`src/rtl/lba_pkg.sv`:
```
// ----------------------------------------------------------------------------
// lba_pkg
// Shared types, constants and helpers for the animated level bar engine.
// ----------------------------------------------------------------------------
package lba_pkg;

  // Width of the internal signed Q16.16 level registers.
  localparam int LW = 32;

  // Divider geometry: a level step divides a (LW+1) x 16 product by a 16-bit
  // duration, a ratio divides (level << 16) by the 32-bit full scale.
  localparam int QW    = LW + 1;
  localparam int DW    = QW + 16;
  localparam int RATIO_BITS = 16;
  localparam int CNTW  = $clog2(QW + 1);

  localparam logic [16:0] RATIO_ONE     = 17'd65536;
  localparam logic [16:0] RATIO_QUARTER = 17'd16384;
  localparam logic [16:0] RATIO_HALF    = 17'd32768;
  localparam logic [15:0] DEFAULT_LAG   = 16'd280;

  localparam logic CMD_SET  = 1'b0;
  localparam logic CMD_TICK = 1'b1;

  localparam logic [1:0] STYLE_FLAT  = 2'd0;
  localparam logic [1:0] STYLE_RAMP  = 2'd1;
  localparam logic [1:0] STYLE_TRAIL = 2'd2;
  localparam logic [1:0] STYLE_SEGS  = 2'd3;

  localparam int CFG_AW = 4;
  localparam logic [CFG_AW-1:0] REG_BAR_STYLE   = 4'd0;
  localparam logic [CFG_AW-1:0] REG_ANIM_DUR    = 4'd1;
  localparam logic [CFG_AW-1:0] REG_TRAIL_LAG   = 4'd2;
  localparam logic [CFG_AW-1:0] REG_MAX_LEVEL   = 4'd3;
  localparam logic [CFG_AW-1:0] REG_BASE_COLOR  = 4'd4;
  localparam logic [CFG_AW-1:0] REG_LOW_COLOR   = 4'd5;
  localparam logic [CFG_AW-1:0] REG_MID_COLOR   = 4'd6;
  localparam logic [CFG_AW-1:0] REG_HIGH_COLOR  = 4'd7;

  typedef struct packed {
    logic               cmd;
    logic signed [31:0] new_level;
    logic [15:0]        tick_ms;
  } in_item_t;

  typedef struct packed {
    logic [16:0] fill_ratio;
    logic [16:0] trail_ratio;
    logic [31:0] fill_color;
  } out_item_t;

  // Divider request: a load strobe and the choice of a short (ratio) divide.
  typedef struct packed {
    logic go;
    logic short_mode;
  } div_ctl_t;

  // Saturate a 32-bit level into the signed LW-bit range.
  function automatic logic signed [LW-1:0] fit_level(input logic signed [31:0] v);
    logic signed [63:0] w;
    logic signed [63:0] hi;
    logic signed [63:0] lo;
    logic signed [63:0] r;
    w  = {{32{v[31]}}, v};
    hi = (64'sd1 <<< (LW - 1)) - 64'sd1;
    lo = -hi - 64'sd1;
    if (w > hi) r = hi;
    else if (w < lo) r = lo;
    else r = w;
    return r[LW-1:0];
  endfunction

endpackage

```
`src/rtl/lba_div.sv`:
```
// ----------------------------------------------------------------------------
// lba_div
// Restoring divider, one quotient bit per cycle. A long divide produces QW
// quotient bits, a short one RATIO_BITS; the caller guarantees the quotient
// fits. done pulses for one cycle with the quotient valid.
// ----------------------------------------------------------------------------
module lba_div import lba_pkg::*; (
  input  logic          clk,
  input  logic          rst,
  input  div_ctl_t      ctl,
  input  logic [DW-1:0] dividend,
  input  logic [31:0]   divisor,
  output logic          done,
  output logic [QW-1:0] quotient
);

  logic [CNTW-1:0] cnt;
  logic [31:0]     rem;
  logic [DW-1:0]   dq;
  logic [32:0]     trial;
  logic            ge;
  logic [31:0]     rem_next;
  logic [31:0]     rem_init;
  logic [DW-1:0]   dq_init;

  // The upper dividend bits already sit below the divisor, so they seed the
  // remainder and only the low bits are shifted through.
  always_comb begin
    if (ctl.short_mode) begin
      rem_init = 32'(dividend >> RATIO_BITS);
      dq_init  = dividend << (DW - RATIO_BITS);
    end else begin
      rem_init = 32'(dividend >> QW);
      dq_init  = dividend << (DW - QW);
    end
  end

  assign trial    = {rem, dq[DW-1]};
  assign ge       = trial >= {1'b0, divisor};
  assign rem_next = ge ? 32'(trial - {1'b0, divisor}) : trial[31:0];
  assign quotient = dq[QW-1:0];

  always_ff @(posedge clk) begin
    if (rst) begin
      cnt  <= '0;
      done <= 1'b0;
    end else begin
      done <= 1'b0;
      if (ctl.go) begin
        cnt <= ctl.short_mode ? CNTW'(RATIO_BITS) : CNTW'(QW);
      end else if (cnt != '0) begin
        cnt <= cnt - 1'b1;
        if (cnt == CNTW'(1)) begin
          done <= 1'b1;
        end
      end
    end
  end

  always_ff @(posedge clk) begin
    if (ctl.go) begin
      rem <= rem_init;
      dq  <= dq_init;
    end else if (cnt != '0) begin
      rem <= rem_next;
      dq  <= {dq[DW-2:0], ge};
    end
  end

endmodule

```
`src/rtl/level_bar_animator_with_trail.sv`:
```
// ----------------------------------------------------------------------------
// level_bar_animator_with_trail
// Animated level bar with a decaying trail marker and a three-step color ramp.
// ----------------------------------------------------------------------------
// Each input word is either a new target level or a time tick, and each one
// returns exactly one output word with the fill ratio, the trail ratio and the
// fill color after the update. Words are processed one at a time by a small
// sequencer around a single multiplier and a shared one-bit-per-cycle divider.
// A level step that is not a snap (animation or trail decay) takes a registered
// multiply and a 33-bit divide; each ratio that is not trivially zero or full
// scale takes a 16-bit divide. The sequencer returns to idle before the next
// input word is taken, and the result waits in the last state for as long as
// the output register is still full. in_ready is low while an item is in
// flight; a finished word waits in the output register without blocking the
// next input word.
module level_bar_animator_with_trail import lba_pkg::*; (
  input  logic              clk,
  input  logic              rst,
  input  logic              in_valid,
  output logic              in_ready,
  input  in_item_t          in_data,
  output logic              out_valid,
  input  logic              out_ready,
  output out_item_t         out_data,
  input  logic              cfg_we,
  input  logic [CFG_AW-1:0] cfg_addr,
  input  logic [31:0]       cfg_wdata
);

  localparam logic [3:0] S_IDLE  = 4'd0;
  localparam logic [3:0] S_EXEC  = 4'd1;
  localparam logic [3:0] S_ADIV  = 4'd2;
  localparam logic [3:0] S_TRAIL = 4'd3;
  localparam logic [3:0] S_TDIV  = 4'd4;
  localparam logic [3:0] S_FR    = 4'd5;
  localparam logic [3:0] S_FDIV  = 4'd6;
  localparam logic [3:0] S_TR    = 4'd7;
  localparam logic [3:0] S_RDIV  = 4'd8;
  localparam logic [3:0] S_DONE  = 4'd9;

  // Configuration registers.
  logic [1:0]         bar_style;
  logic [15:0]        animate_duration;
  logic [15:0]        trail_lag;
  logic signed [31:0] max_level;
  logic [31:0]        base_color;
  logic [31:0]        low_color;
  logic [31:0]        mid_color;
  logic [31:0]        high_color;

  // Bar state.
  logic signed [LW-1:0] shown_level;
  logic signed [LW-1:0] goal_level;
  logic signed [LW-1:0] trail_level;
  logic [31:0]          anim_elapsed;

  // Sequencer and working registers.
  logic [3:0]           state;
  logic                 cmd;
  logic signed [LW-1:0] lvl;
  logic [15:0]          dt;
  logic                 gap_neg;
  logic [DW-1:0]        prod;
  logic [16:0]          fr;
  logic [16:0]          tr;
  logic                 div_go;

  // Datapath.
  logic signed [LW:0]   gap;
  logic [LW:0]          mag;
  logic [LW:0]          span;
  logic [32:0]          el_sum;
  logic [31:0]          el_sat;
  logic [15:0]          lag_eff;
  logic [DW-1:0]        mul_out;
  logic [LW:0]          mul_a;
  logic [15:0]          mul_b;
  logic [LW:0]          shown_ext;
  logic [LW:0]          trail_ext;
  logic [31:0]          color;

  div_ctl_t             div_ctl;
  logic [DW-1:0]        div_dividend;
  logic [31:0]          div_divisor;
  logic                 div_done;
  logic [QW-1:0]        div_q;

  assign in_ready  = (state == S_IDLE);
  assign gap       = {goal_level[LW-1], goal_level} - {shown_level[LW-1], shown_level};
  assign mag       = gap[LW] ? (LW+1)'(-gap) : gap;
  assign span      = {trail_level[LW-1], trail_level} - {shown_level[LW-1], shown_level};
  assign el_sum    = {1'b0, anim_elapsed} + 33'(dt);
  assign el_sat    = el_sum[32] ? 32'hFFFF_FFFF : el_sum[31:0];
  assign lag_eff   = (trail_lag != 16'd0) ? trail_lag : DEFAULT_LAG;
  assign shown_ext = {shown_level[LW-1], shown_level};
  assign trail_ext = {trail_level[LW-1], trail_level};

  // One shared multiplier: the animation gap by the elapsed time, or the
  // trail span by the tick.
  always_comb begin
    if (state == S_EXEC) begin
      mul_a = mag;
      mul_b = el_sat[15:0];
    end else begin
      mul_a = span;
      mul_b = dt;
    end
  end
  assign mul_out = DW'(mul_a) * DW'(mul_b);

  // Divider operand selection follows the state the request is made in.
  always_comb begin
    div_ctl.go         = div_go;
    div_ctl.short_mode = (state == S_FDIV) || (state == S_RDIV);
    case (state)
      S_ADIV: begin
        div_dividend = prod;
        div_divisor  = 32'(animate_duration);
      end
      S_TDIV: begin
        div_dividend = prod;
        div_divisor  = 32'(lag_eff);
      end
      S_FDIV: begin
        div_dividend = DW'({shown_level, 16'h0000});
        div_divisor  = max_level;
      end
      S_RDIV: begin
        div_dividend = DW'({trail_level, 16'h0000});
        div_divisor  = max_level;
      end
      default: begin
        div_dividend = prod;
        div_divisor  = max_level;
      end
    endcase
  end

  lba_div u_div (
    .clk      (clk),
    .rst      (rst),
    .ctl      (div_ctl),
    .dividend (div_dividend),
    .divisor  (div_divisor),
    .done     (div_done),
    .quotient (div_q)
  );

  // Ramp color, used only in the ramp style.
  always_comb begin
    color = base_color;
    if (bar_style == STYLE_RAMP) begin
      if (fr < RATIO_QUARTER && low_color != 32'd0) color = low_color;
      else if (fr < RATIO_HALF && mid_color != 32'd0) color = mid_color;
      else if (high_color != 32'd0) color = high_color;
    end
  end

  always_ff @(posedge clk) begin
    if (rst) begin
      bar_style        <= STYLE_FLAT;
      animate_duration <= '0;
      trail_lag        <= '0;
      max_level        <= 32'sd65536;
      base_color       <= '0;
      low_color        <= '0;
      mid_color        <= '0;
      high_color       <= '0;
    end else if (cfg_we) begin
      case (cfg_addr)
        REG_BAR_STYLE:  bar_style        <= cfg_wdata[1:0];
        REG_ANIM_DUR:   animate_duration <= cfg_wdata[15:0];
        REG_TRAIL_LAG:  trail_lag        <= cfg_wdata[15:0];
        REG_MAX_LEVEL:  max_level        <= cfg_wdata;
        REG_BASE_COLOR: base_color       <= cfg_wdata;
        REG_LOW_COLOR:  low_color        <= cfg_wdata;
        REG_MID_COLOR:  mid_color        <= cfg_wdata;
        REG_HIGH_COLOR: high_color       <= cfg_wdata;
        default: ;
      endcase
    end
  end

  always_ff @(posedge clk) begin
    if (rst) begin
      state        <= S_IDLE;
      div_go       <= 1'b0;
      out_valid    <= 1'b0;
      shown_level  <= '0;
      goal_level   <= '0;
      trail_level  <= '0;
      anim_elapsed <= '0;
    end else begin
      div_go <= 1'b0;
      if (out_valid && out_ready) begin
        out_valid <= 1'b0;
      end
      case (state)
        S_IDLE: begin
          if (in_valid) begin
            cmd   <= in_data.cmd;
            lvl   <= fit_level(in_data.new_level);
            dt    <= in_data.tick_ms;
            state <= S_EXEC;
          end
        end
        S_EXEC: begin
          if (cmd == CMD_SET) begin
            if (animate_duration != 16'd0) begin
              goal_level   <= lvl;
              anim_elapsed <= '0;
            end else begin
              shown_level <= lvl;
              goal_level  <= lvl;
              if (bar_style != STYLE_TRAIL || lvl > trail_level) begin
                trail_level <= lvl;
              end
            end
            state <= S_FR;
          end else if (dt == 16'd0) begin
            state <= S_FR;
          end else if (animate_duration != 16'd0 && gap != '0) begin
            gap_neg <= gap[LW];
            if (el_sat >= 32'(animate_duration)) begin
              shown_level  <= goal_level;
              anim_elapsed <= '0;
              state        <= S_TRAIL;
            end else begin
              anim_elapsed <= el_sat;
              prod         <= mul_out;
              div_go       <= 1'b1;
              state        <= S_ADIV;
            end
          end else begin
            state <= S_TRAIL;
          end
        end
        S_ADIV: begin
          if (div_done) begin
            shown_level <= gap_neg ? LW'(shown_ext - div_q) : LW'(shown_ext + div_q);
            state       <= S_TRAIL;
          end
        end
        S_TRAIL: begin
          if (bar_style == STYLE_TRAIL && trail_level > shown_level) begin
            if (dt >= lag_eff) begin
              trail_level <= shown_level;
              state       <= S_FR;
            end else begin
              prod   <= mul_out;
              div_go <= 1'b1;
              state  <= S_TDIV;
            end
          end else begin
            // Other styles follow the shown level; the trail style only
            // snaps up to it.
            trail_level <= shown_level;
            state       <= S_FR;
          end
        end
        S_TDIV: begin
          // The step is strictly below the span, so the trail never
          // undershoots the shown level.
          if (div_done) begin
            trail_level <= LW'(trail_ext - div_q);
            state       <= S_FR;
          end
        end
        S_FR: begin
          if (max_level <= 0 || shown_level <= 0) begin
            fr    <= '0;
            state <= S_TR;
          end else if (shown_level >= max_level) begin
            fr    <= RATIO_ONE;
            state <= S_TR;
          end else begin
            div_go <= 1'b1;
            state  <= S_FDIV;
          end
        end
        S_FDIV: begin
          if (div_done) begin
            fr    <= div_q[16:0];
            state <= S_TR;
          end
        end
        S_TR: begin
          if (max_level <= 0 || trail_level <= 0) begin
            tr    <= '0;
            state <= S_DONE;
          end else if (trail_level >= max_level) begin
            tr    <= RATIO_ONE;
            state <= S_DONE;
          end else begin
            div_go <= 1'b1;
            state  <= S_RDIV;
          end
        end
        S_RDIV: begin
          if (div_done) begin
            tr    <= div_q[16:0];
            state <= S_DONE;
          end
        end
        S_DONE: begin
          if (!out_valid || out_ready) begin
            out_valid <= 1'b1;
            state     <= S_IDLE;
          end
        end
        default: begin
          state <= S_IDLE;
        end
      endcase
    end
  end

  always_ff @(posedge clk) begin
    if (state == S_DONE && (!out_valid || out_ready)) begin
      out_data.fill_ratio  <= fr;
      out_data.trail_ratio <= tr;
      out_data.fill_color  <= color;
    end
  end

endmodule
```
`config.mk`:
```
export PLATFORM = sky130hd
export DESIGN_NAME = level_bar_animator_with_trail
export DESIGN_NICKNAME = d
export VERILOG_FILES = /design/src/rtl/lba_pkg.sv /design/src/rtl/lba_div.sv /design/src/rtl/level_bar_animator_with_trail.sv
export SDC_FILE = /design/constraint.sdc
export NUM_CORES = 2
export LEC_CHECK = 0
export ABC_AREA = 1
export ABC_CLOCK_PERIOD_IN_PS = 21900
export BUFFER_PORTS_ARGS = -buffer_cell sky130_fd_sc_hd__clkbuf_2
export CORE_ASPECT_RATIO = 1.1
export CORE_MARGIN = 5
export CORE_UTILIZATION = 60
export DETAILED_ROUTE_END_ITERATION = 7
export PLACE_DENSITY_LB_ADDON = 0.2
export SKIP_CTS_REPAIR_TIMING = 1
export SLEW_MARGIN = 20
export SYNTH_ARGS = -nofsm -noshare
export SYNTH_HDL_FRONTEND = slang
export SYNTH_SLANG_ARGS = --single-unit
```
`constraint.sdc`:
```
create_clock -name clk -period 21.9 [get_ports clk]
set_input_delay 1.095 -clock clk [delete_from_list [all_inputs] [get_ports clk]]
set_output_delay 1.095 -clock clk [all_outputs]
set_load 0.03 [all_outputs]
```
==> impl_metrics.py <==
metrics = {
    "worst_setup_path": {
        "slowest_delay_ns": 0.55,
        "crit_path_end_kind": "flip-flop",
        "r2r_slack_ns": 11.56,
        "path_common_cell": "nand2_1",
        "critPathKind": "flip-flop to flip-flop",
        "critPathMaxFanout": 39,
        "r2r_cells": 46,
        "critPathCapture": "prod[33]",
        "cp_data_required_time_ns": 22.29,
        "slowest_stage": "fa_1",
        "r2r-end": "prod[33]",
        "startpoint": "shown_level[0]",
        "r2r-start": "shown_level[0]",
        "crit_path_start_kind": "flip-flop",
        "cp.arrival_ns": 10.72,
    },
    "sta": {
        "clock_skew_ns": 0.0430,
        "final-max-slew-violation-count": 0,
        "fin_crit_ns": 10.34,
        "fin_setup_tns_ns": 0,
        "setup-violations-final": 0,
        "maxSlewHeadroom_pct": 21.2,
        "timing.final.crit_share_pct": 47.2,
        "rsz0062_at_grt": "false",
        "fmax_mhz": 96.7,
        "worst_slew_pin_slew_ns": 1.17,
        "hold_violations": 0,
    },
    "routing": {
        "wl_met3_mm": 21.8,
        "vias_per_cell": 6.08,
        "wl_met1_mm": 80.3,
        "drc": 0,
        "wl_per_cell_um": 23.4,
        "drtAntennaViolNets": 0,
        "drt_iter0_drc": 6721,
        "vias": 56000,
        "wl_mm": 216,
        "maxUsedRoutingLayer": "met5",
        "wl_met2_mm": 96.5,
        "first_pass_iters": 8,
    },
    "synth": {
        "yosys_warnings": 0,
        "syn_nets": 8825,
        "ys_seq_area_share_pct": 26.1,
        "yosysTopAreaCell": "fa_1",
        "synth.area.top_cells": "fa_1 (15%), edfxtp_1 (14%), dfxtp_1 (12%)",
        "ys_types": 64,
        "syn_area_per_cell_um2": 7.37,
        "ys_ff_latch": 615,
        "synth_edf_count": 280,
        "syn-instance-count": 7870,
        "ys.flop_type": "dfxtp_1",
        "async_flop_share_pct": 0,
        "synth.cell_area_mm2": 0.0580,
        "yosys.area.top_type_share_pct": 15.1,
    },
    "clock_tree": {
        "clk_latency_ns": 0.68,
        "cts-htree-levels": 3,
        "cts_buffers": 69,
        "cts_tree": "built",
        "cts-root-buf": "clkbuf_16",
        "clock_sinks": 615,
        "clk_pin_slew_ns": 0.07,
        "clock_path_buffers": 3,
    },
    "grt": {
        "antenna_found_initial": 9,
        "grt_usage_pct": 40.8,
        "grt_start_max_net_pins": 121,
        "grt_pass1_vias": 54100,
        "grt.overflow.total": 0,
        "grt_first_pass_wirelength_mm": 322,
    },
    "placed_design": {
        "place_hpwl_mm": 171,
        "gp_congestion": 1.07,
        "portBuffers": 157,
    },
    "cells_and_area": {
        "syn2layout_area_growth_pct": 7.17,
        "final_layout_size_suffix_gt1_share_pct": 5.80,
        "nFillCells": 8609,
        "nets": 8830,
    },
    "run": {
        "cap_violations": 0,
    },
    "floorplanning": {
        "die_y_um": 336,
        "num_rows": 119,
        "initial_core_util_pct": 60.5,
        "ioPinCount": 158,
        "dieWidth_um": 306,
        "die_area_mm2": 0.103,
        "coreArea_mm2": 0.0959,
    },
    "worst_hold_path": {
        "hold_class": "flip-flop to flip-flop",
        "holdCritStartpoint": "tr[1]",
        "min_path_cells": 0,
    },
    "run_status": {
        "status": "completed",
    },
}
==> cells in the final DEF, fill, tap and decap left out, drive strengths merged, types with 9 or more instances in the layout <==
master and n:
nand2 1585, inv 1271, nor2 991, o21ai 554, a21oi 549, fa 438, ha 427, nand3 364
dfxtp 335, edfxtp 280, clkbuf 238, xor2 89, nor3 85, buf 78, nand4 76, xnor2 69
nor4 69, a31oi 62, o211ai 60, o22ai 53, clkinv 47, o221ai 27, a21o 22, or2 21
a211oi 21, nand3b 20, o21a 19, o21bai 9, and2 9, clkinvlp 9
==> logic make-up after synthesis <==
family	synth area share, %
simple gates	23.2
mux	0.0863
flops	26.1
buf+inv	10.4
compound gates	13.5
fa+ha+maj	24.3
xor+xnor	2.39
==> metal layers <==
metal / vias up / track usage, %
li1: 25500 / -
met1: 26300 / 51.6
met2: 3419 / 65.5
met3: 768 / 6.87
met4: 6 / 25.8
met5: - / 0
==> cell type report <==
class | count | area (um^2) | area share, %
multi-input combinational | 5670 | 36900 | 59.4
sequential | 615 | 15100 | 24.3
inverter | 1285 | 4830 | 7.77
clock buffer | 82 | 1810 | 2.91
tap | 1270 | 1590 | 2.56
timing repair buffer | 234 | 1380 | 2.23
clock inverter | 45 | 492 | 0.791
antenna | 2 | 5.00 | 0.00805
==> cell usage after synthesis, types with 5 or more instances <==
| library cell | count |
|---|---|
| nor2_1 | 980 |
| nand3_1 | 356 |
| o21ai_2 | 9 |
| nand2_1 | 1572 |
| nor4_1 | 69 |
| clkinv_1 | 16 |
| fa_1 | 438 |
| inv_1 | 1258 |
| nor3_2 | 11 |
| buf_2 | 34 |
| o22ai_1 | 53 |
| nand4_1 | 75 |
| o21a_1 | 19 |
| edfxtp_1 | 280 |
| a211oi_1 | 21 |
| buf_1 | 21 |
| o221ai_1 | 27 |
| o211ai_1 | 60 |
| nor2_4 | 5 |
| mux2i_1 | 5 |
| xor2_1 | 89 |
| dfxtp_1 | 335 |
| nand3_2 | 6 |
| o31ai_1 | 5 |
| and2_1 | 8 |
| a21boi_0 | 8 |
| a31oi_1 | 62 |
| nor2_2 | 6 |
| nor3_1 | 73 |
| inv_2 | 11 |
| xnor2_1 | 69 |
| a21o_1 | 22 |
| ha_1 | 427 |
| nand3b_1 | 20 |
| o21ai_1 | 12 |
| nand2_2 | 10 |
| buf_4 | 9 |
| clkbuf_1 | 232 |
| o21ai_0 | 532 |
| o21bai_1 | 9 |
| or2_2 | 21 |
| a21oi_1 | 549 |
| a221oi_1 | 8 |
==> worst min path at each step <==
stage	to	slack (ns)
floorplan	out_data[32]	0.40
global placement	out_data[61]	0.40
detailed placement	out_data[50]	0.40
CTS	out_data[33]	0.41
global route	out_data[51]	0.42
finish	out_data[33]	0.41
==> state kept, by name (all words and copies together), names as in the netlist, 17 cells and up <==
| name | cells |
|---|---|
| mid_color | 32 |
| u_div.dq | 49 |
| max_level | 32 |
| high_color | 32 |
| base_color | 32 |
| shown_level | 32 |
| out_data | 66 |
| trail_level | 32 |
| low_color | 32 |
| lvl | 32 |
| anim_elapsed | 32 |
| fr | 17 |
| tr | 17 |
| u_div.rem | 32 |
| prod | 49 |
| goal_level | 32 |
==> critical path: cells and delay by family (launching register included) <==
family | cells | cell delay, ns
flip-flops | 1 | 0.36
AND/OR/NAND/NOR | 25 | 3.13
adder cells (fa/ha/maj) | 9 | 4.07
buffers and inverters | 9 | 1.53
XOR/XNOR | 1 | 0.42
AO/OA/AOI/OAI | 2 | 0.53
==> metrics by stage <==
step / cell area, um^2 / instances / utilization (%) / worst slack [ns] / hold WS, ns
6_report: 62200 / 9203 / 64.8 / 11.56 / 0.412
3_3_place_gp: 59800 / 9073 / 62.4 / 11.87 / 0.400
4_1_cts: 62100 / 9200 / 64.8 / 11.74 / 0.410
3_5_place_dp: 59800 / 9073 / 62.4 / 11.77 / 0.405
2_1_floorplan: 58000 / 7870 / - / 13.26 / 0.400
5_1_grt: 62100 / 9202 / 64.8 / 10.89 / 0.423
Power is left out: the tool's default activity adds up to more than one toggle a clock period on the data nets, which glitch-free logic cannot reach.
